File: config.mk
export PLATFORM = sky130hd
export DESIGN_NAME = tcip_div
export DESIGN_NICKNAME = d
export VERILOG_FILES = /design/src/tcip_pkg.sv /design/src/tcip_div.sv
export SDC_FILE = /design/constraint.sdc
export NUM_CORES = 2
export LEC_CHECK = 0
export BUFFER_PORTS_ARGS = -buffer_cell sky130_fd_sc_hd__buf_2
export CORE_ASPECT_RATIO = 1.25
export CORE_MARGIN = 2
export CORE_UTILIZATION = 30
export CTS_BUF_LIST = sky130_fd_sc_hd__clkbuf_4 sky130_fd_sc_hd__clkbuf_8
export CTS_CLUSTER_DIAMETER = 80
export DETAILED_ROUTE_END_ITERATION = 12
export PLACE_DENSITY_LB_ADDON = 0.08
export SYNTH_ARGS = -nofsm -noshare
export SYNTH_HDL_FRONTEND = slang
export SYNTH_SLANG_ARGS = --single-unit
File: constraint.sdc
create_clock -name clk -period 27.8 [get_ports clk]
set_input_delay 2.78 -clock clk [delete_from_list [all_inputs] [get_ports clk]]
set_output_delay 2.78 -clock clk [all_outputs]
set_load 0.05 [all_outputs]
File: src/tcip_pkg.sv
`timescale 1ns / 1ps
// ----------------------------------------------------------------------------
// tcip_pkg
// Shared widths, register indexes and side-band types for the triangle
// coverage interpolator.
// ----------------------------------------------------------------------------
package tcip_pkg;

	localparam int CW   = 16;                        // coordinate width
	localparam int AW   = 24;                        // attribute width
	localparam int DW   = CW + 1;                    // coordinate difference
	localparam int PW   = 2 * DW;                    // edge product
	localparam int EW   = PW + 1;                    // edge function, twice area
	localparam int WW   = EW + AW;                   // weighted attribute
	localparam int ACCW = WW + 2;                    // sum of three weights
	localparam int RW   = ACCW + 1;                  // divider remainder
	localparam int CFGW = (2 * CW > AW) ? 2 * CW : AW;
	localparam int IDXW = 3;

	localparam logic [IDXW-1:0] REG_VERTEX_A = 3'd0;
	localparam logic [IDXW-1:0] REG_VERTEX_B = 3'd1;
	localparam logic [IDXW-1:0] REG_VERTEX_C = 3'd2;
	localparam logic [IDXW-1:0] REG_ATTR_A   = 3'd3;
	localparam logic [IDXW-1:0] REG_ATTR_B   = 3'd4;
	localparam logic [IDXW-1:0] REG_ATTR_C   = 3'd5;

	typedef struct packed {
		logic covered;
		logic degenerate;
		logic neg;
	} tcip_side_t;

endpackage

File: src/tcip_div.sv
`timescale 1ns / 1ps
// ----------------------------------------------------------------------------
// tcip_div
// Pipelined restoring divider, one quotient bit per stage, with overflow
// detect, sign restore and saturation to a signed attribute value.
// ----------------------------------------------------------------------------
module tcip_div (
	input  logic                   clk,
	input  logic                   arst_n,
	input  logic                   in_valid,
	output logic                   in_stall,
	input  logic [tcip_pkg::RW-1:0] mag,
	input  tcip_pkg::tcip_side_t   side,
	input  logic [tcip_pkg::EW-1:0] divisor,
	output logic                   out_valid,
	input  logic                   out_stall,
	output logic                   covered,
	output logic signed [tcip_pkg::AW-1:0] value,
	output logic                   degenerate
);

	localparam int NS = tcip_pkg::AW + 2;

	logic [NS-1:0]                vld_q;
	logic [NS-1:0]                go;
	logic [tcip_pkg::RW-1:0]      rem_s  [NS-1];
	logic [tcip_pkg::AW-1:0]      quo_s  [NS-1];
	logic                         ovf_s  [NS-1];
	tcip_pkg::tcip_side_t         side_s [NS-1];
	logic [tcip_pkg::RW-1:0]      dlim;
	logic [tcip_pkg::AW-1:0]      mag_q;
	logic                         sat_pos;
	logic                         sat_neg;
	logic signed [tcip_pkg::AW-1:0] res;
	localparam logic [tcip_pkg::AW-1:0] HI = {1'b0, {(tcip_pkg::AW-1){1'b1}}};
	localparam logic [tcip_pkg::AW-1:0] LO = {1'b1, {(tcip_pkg::AW-1){1'b0}}};

	assign go[NS-1] = !vld_q[NS-1] || !out_stall;
	genvar gi;
	generate
		for (gi = 0; gi < NS - 1; gi++) begin : g_go
			assign go[gi] = !vld_q[gi] || go[gi+1];
		end
	endgenerate
	assign in_stall  = !go[0];
	assign out_valid = vld_q[NS-1];

	always_ff @(posedge clk or negedge arst_n) begin
		if (!arst_n) begin
			vld_q <= '0;
		end else begin
			if (go[0])
				vld_q[0] <= in_valid;
			for (int i = 1; i < NS; i++)
				if (go[i])
					vld_q[i] <= vld_q[i-1];
		end
	end

	// quotient too large for the attribute width: saturate later
	assign dlim = tcip_pkg::RW'(divisor) << tcip_pkg::AW;

	always_ff @(posedge clk) begin
		if (go[0]) begin
			rem_s[0]  <= mag;
			quo_s[0]  <= '0;
			ovf_s[0]  <= (mag >= dlim);
			side_s[0] <= side;
		end
	end

	generate
		for (gi = 1; gi < NS - 1; gi++) begin : g_bit
			localparam int B = tcip_pkg::AW - gi;
			logic [tcip_pkg::RW-1:0] sh;
			assign sh = tcip_pkg::RW'(divisor) << B;
			always_ff @(posedge clk) begin
				if (go[gi]) begin
					ovf_s[gi]  <= ovf_s[gi-1];
					side_s[gi] <= side_s[gi-1];
					if (rem_s[gi-1] >= sh) begin
						rem_s[gi] <= rem_s[gi-1] - sh;
						quo_s[gi] <= quo_s[gi-1] | (tcip_pkg::AW'(1) << B);
					end else begin
						rem_s[gi] <= rem_s[gi-1];
						quo_s[gi] <= quo_s[gi-1];
					end
				end
			end
		end
	endgenerate

	assign mag_q   = quo_s[NS-2];
	assign sat_pos = ovf_s[NS-2] || mag_q[tcip_pkg::AW-1];
	assign sat_neg = ovf_s[NS-2] || (mag_q > LO);

	always_comb begin
		if (side_s[NS-2].degenerate)
			res = '0;
		else if (side_s[NS-2].neg)
			res = sat_neg ? LO : (~mag_q + tcip_pkg::AW'(1));
		else
			res = sat_pos ? HI : mag_q;
	end

	always_ff @(posedge clk) begin
		if (go[NS-1]) begin
			covered    <= side_s[NS-2].covered;
			degenerate <= side_s[NS-2].degenerate;
			value      <= res;
		end
	end

endmodule
Yosys cells after proc, flatten, opt, wreduce, memory -nomap -nowiden
Memories as Yosys holds them, arrays and structs flattened. Index checks and enable logic that the tools add are counted.

Bits in registers: 52. Bits in writable memories: 2250. Logic and storage cells: 434. Memories kept: 4.

Add/subtract/negate cells: 25. $lt $le $gt $ge: 26. Muxes and demuxes: 245. Bitwise operators: 49. Reductions and logical operators: 56.

Memory list: rem_s (words 25, bits a word 62, read ports 24, clocked after memory_dff 0, wr ports 25, RTL line tcip_div.sv:26) `logic [tcip_pkg::RW-1:0] rem_s [NS-1];`; quo_s (words 25, bits a word 24, read ports 25, clocked after memory_dff 0, wr ports 25, RTL line tcip_div.sv:27) `logic [tcip_pkg::AW-1:0] quo_s [NS-1];`; side_s (words 25, bits a word 3, read ports 25, clocked after memory_dff 0, wr ports 25, RTL line tcip_div.sv:29) `tcip_pkg::tcip_side_t side_s [NS-1];`; ovf_s (words 25, bits a word 1, read ports 25, clocked after memory_dff 0, wr ports 25, RTL line tcip_div.sv:28) `logic ovf_s [NS-1];`.

Operators by type and width (number): 2-to-1 mux 62 bit (24); 2-to-1 mux 24 bit (27); 2-to-1 mux 1 bit (194); >= comparator 62 x 35 -> 1 bit (1); >= comparator 62 x 36 -> 1 bit (1); >= comparator 62 x 37 -> 1 bit (1); >= comparator 62 x 38 -> 1 bit (1); >= comparator 62 x 39 -> 1 bit (1); >= comparator 62 x 40 -> 1 bit (1); >= comparator 62 x 41 -> 1 bit (1); >= comparator 62 x 42 -> 1 bit (1); >= comparator 62 x 43 -> 1 bit (1); >= comparator 62 x 44 -> 1 bit (1); >= comparator 62 x 45 -> 1 bit (1); >= comparator 62 x 46 -> 1 bit (1); >= comparator 62 x 47 -> 1 bit (1); >= comparator 62 x 48 -> 1 bit (1); >= comparator 62 x 49 -> 1 bit (1); >= comparator 62 x 50 -> 1 bit (1); >= comparator 62 x 51 -> 1 bit (1); >= comparator 62 x 52 -> 1 bit (1); >= comparator 62 x 53 -> 1 bit (1); >= comparator 62 x 54 -> 1 bit (1); >= comparator 62 x 55 -> 1 bit (1); other kinds (34) (135).

Logic depth before layout (Yosys ltp)
Depth in word-level cells: 29. Mapped depth: 17. Gate-level depth less buffers: 16.

Worst setup path after synthesis
Ideal clock, no wire load.

Path type: input -> output. Start point: input out_stall. End point: output in_stall. Arrival time: 11.199 ns. Slack: 13.821 ns. Stages on the path: 11. Path buffers: 0. Cells stage by stage: nand4_2 -> nor4_4 -> and3_1 -> nand2_2 -> nor3_4 -> inv_1 -> nor2_2 -> and2_1 -> and3_1 -> nand3_1 -> inv_1.

Longest elaborated chain between the ends: 28.

Ends and longest elaborated chain: start: declaration (RTL line tcip_div.sv:16) `input logic out_stall,`; logical NOT 1 bit (RTL line tcip_div.sv:38) `assign go[NS-1] = !vld_q[NS-1] || !out_stall;`; logical OR 1 bit (RTL line tcip_div.sv:38); logical OR 1 bit (12 in a row) (RTL line tcip_div.sv:42) `assign go[gi] = !vld_q[gi] || go[gi+1];`; named net go[13] (RTL line tcip_div.sv:25) `logic [NS-1:0] go;`; logical OR 1 bit (5 in a row) (RTL line tcip_div.sv:42); named net go[8] (RTL line tcip_div.sv:25); logical OR 1 bit (8 in a row) (RTL line tcip_div.sv:42); named net go[0] (RTL line tcip_div.sv:25); logical NOT 1 bit (RTL line tcip_div.sv:45) `assign in_stall = !go[0];`; end: declaration (RTL line tcip_div.sv:11) `output logic in_stall,`.

The timed path passes the listed nets, and every way through them passes these cells.

Worst setup path in the final report
Start point: input out_stall. End point: output in_stall.

Longest elaborated chain between the ends: 28.

Ends and longest elaborated chain (RTL line): logical NOT 1 bit (tcip_div.sv:38); logical OR 1 bit (tcip_div.sv:38); logical OR 1 bit (2 in a row) (tcip_div.sv:42); named net go[23] (tcip_div.sv:25); logical OR 1 bit (10 in a row) (tcip_div.sv:42); named net go[13] (tcip_div.sv:25); logical OR 1 bit (5 in a row) (tcip_div.sv:42); named net go[8] (tcip_div.sv:25); logical OR 1 bit (8 in a row) (tcip_div.sv:42); named net go[0] (tcip_div.sv:25); logical NOT 1 bit (tcip_div.sv:45).

The timed path passes the listed nets, and every way through them passes these cells.

==> results.cfg <==
[cts]
clock-sinks = 1940
cts_setup_buffers = 0
htreeDepth = 5
cts.repair.resized = 0
cts.path.max_buffers = 4
cts_tree = yes
cts-root-buf = clkbuf_8
insertion_delay_ns = 1.12
cts_buffers = 363
cts_hold_buf = 0
clkSlewWorstSetupHoldPaths_ns = 0.06

[setup_path]
path_buf_inv = 5
path_cells = buf_2, nand4_4, buf_4, nor4_4, and3_1, nand2_4, nor3_4, inv_2, nor2_2, and2_1, and3_1, nand3_4, inv_1, buf_2
required_ns = 25.02
crit_slowest_cell = nor4_4
cp_top_family = simple AND/OR/NAND/NOR gates
worstPathArrival_ns = 7.61
critPathKind = input pin to output pin
critical_path.max_fanout = 31
end_kind = output pin
slowest_delay_ns = 0.69
start_kind = input pin

[sta]
maxSlewViolCount = 4
min_period_over_period_pct = 37.36
finClkSkew_ns = 0.09383
slew_headroom_pct = -1.438
grt_setup_unrepaired = false
fin_crit_ns = 10.39
finalSetupTns_ns = 0
tightest_slew_ns = 1.501
fmax_mhz = 96.27
hold_violations = 0
finalSetupViolCount = 0

[synth]
synth_cell_types = 107
syn_area_mm2 = 0.1181
seq_area_frac_synth_pct = 49.22
synth_area_per_cell_um2 = 10.64
synthArstFlopShare_pct = 1.340
syn_inst = 11100
synth_top_flop_cell = edfxtp_1
yosysWarnings = 0
synth_nets = 12100
synth_seq_cells = 1940
synth_edf_count = 1914

[floorplan]
ios = 132
die_area_mm2 = 0.3987
rows = 257
core_mm2 = 0.3920
start_util_pct = 30.13
die_x_um = 565.2
fp.dieH_um = 705.5

[final_layout]
fin_cells = 16960
layout_commonest_cell = edfxtp_1
syn_to_final_growth_pct = 12.72
nNetsFinal = 12480
final_cell_mix = edfxtp_1 (1,914), nand2_1 (1,022), a21oi_1 (969)
drive_gt1_share_pct = 9.816

[global_route]
grt_pass1_vias = 88150
grt-ovfl-total = 0
grt.total_usage_pct = 19.01
grt_pass1_wl_um = 571600
grt_start_max_net_pins = 78
antenna_found_initial = 26

[routing]
num_vias = 88210
ant_nets = 0
dr.pass1.iters = 6
drt-initial-drc-count = 5790
vias_per_cell = 5.200
wirelength_um = 388500
drc = 0
wire_per_inst_um = 22.90

[run_status]
violations = capacitance limit, slew limit
status = finished, violations left

[run]
maxCapViolations = 1

[placed_design]
portBuffers = 131
hpwl_um = 302700
gp_congestion = 0.8778
dp.cells = 16290

[power]
leakagePower_nw = 50.17
peakVddDrop_v = 0.00004119
powerDensity_mw_per_mm2 = 115.2

[worst_hold_path]
min_path_type = flip-flop to flip-flop
==> report_power, final <==
| part | switching, mW | internal, mW |
|---|---|---|
| logic | 3.96 | 2.87 |
| registers | 0.883 | 4.70 |
| clock network | 1.33 | 1.60 |
==> per-layer routing <==
layer	global-route usage [%]	vias to the layer above	wire [um]
met5	0.5825	-	324
met2	34.50	2015	198000
met1	22.34	42760	157300
li1	-	42800	-
met3	2.581	631	15880
met4	7.524	2	16980
==> kinds of logic (layout without fill, tap and decap cells) <==
group / after synthesis / count (layout) / share of synthesized area, %
fa+ha+maj: 899 / 899 / 9.671
buf+inv: 567 / 1223 / 1.853
other cells: 0 / 26 / 0
compound gates: 3107 / 3107 / 16.18
xor+xnor: 1004 / 1004 / 7.452
mux: 134 / 134 / 1.264
flops: 1940 / 1940 / 49.22
simple gates: 3449 / 3449 / 14.36
==> sequential cells by signal, summed over array words and instances (netlist names) <==
name,count
rem_s,1488
ovf_s,25
quo_s,300
vld_q,26
degenerate,1
covered,1
value,24
side_s,75
==> synth_stat cells, types with 105 or more instances <==
cell type	instances	area, um^2
nor2b_1	108	675.7
nor4_1	178	1114
nor3_1	224	1121
nand4_1	149	932.1
edfxtp_1	1914	57480
nand2_1	1030	3866
a21o_1	430	3228
o21a_1	119	893.4
xor2_1	432	3784
o21ai_0	843	4219
nand2b_1	200	1251
mux2_2	121	1363
or3_1	105	656.9
ha_1	876	10960
xnor2_1	571	5001
nor2_1	801	3007
a21oi_1	969	4850
clkbuf_1	208	780.8
nand3_1	240	1201
inv_1	307	1152
==> per-stage QoR <==
| step | cell area, um^2 | setup WS [ns] | util, % | total power, mW | hold slack, ns |
|---|---|---|---|---|---|
| after floorplan | 118100 | 13.82 | - | 10.32 | 0.4003 |
| after global placement | 125600 | 17.35 | 32.04 | 12.45 | 0.4005 |
| after detailed placement | 125600 | 17.29 | 32.04 | 12.47 | 0.4045 |
| after CTS | 133000 | 17.29 | 33.94 | 15.53 | 0.3980 |
| after global routing | 133100 | 17.11 | 33.96 | 16.51 | 0.4048 |
| final | 133100 | 17.41 | 33.96 | 15.34 | 0.3956 |
==> final cells by class <==
| cell class | count | area (um^2) |
|---|---|---|
| fillers | 39440 | 258900 |
| flip-flops and latches | 1940 | 58130 |
| multi-input cells | 8593 | 58090 |
| inverters | 310 | 1167 |
| clock buffers | 463 | 5847 |
| repair buffers | 269 | 1704 |
| diodes | 26 | 65.06 |
| well taps | 5180 | 6481 |
| clock inverters | 181 | 1629 |
==> final timing paths <==
check / startpoint / end / slack (ns) / cells past startpoint
setup / recovery: out_stall / in_stall / 17.41 / 14
hold / removal: side_s[1][3] / side_s[1][6] / 0.40 / 0
setup reg to reg: vld_q[25] / rem_s[1][25] / 21.27 / 16
hold reg to reg: side_s[1][3] / side_s[1][6] / 0.40 / 0
max in group asynchronous: arst_n / vld_q[2] / 25.50 / 2
min in group asynchronous: arst_n / vld_q[23] / 1.75 / 2
Power figures use the tool's default switching activity.
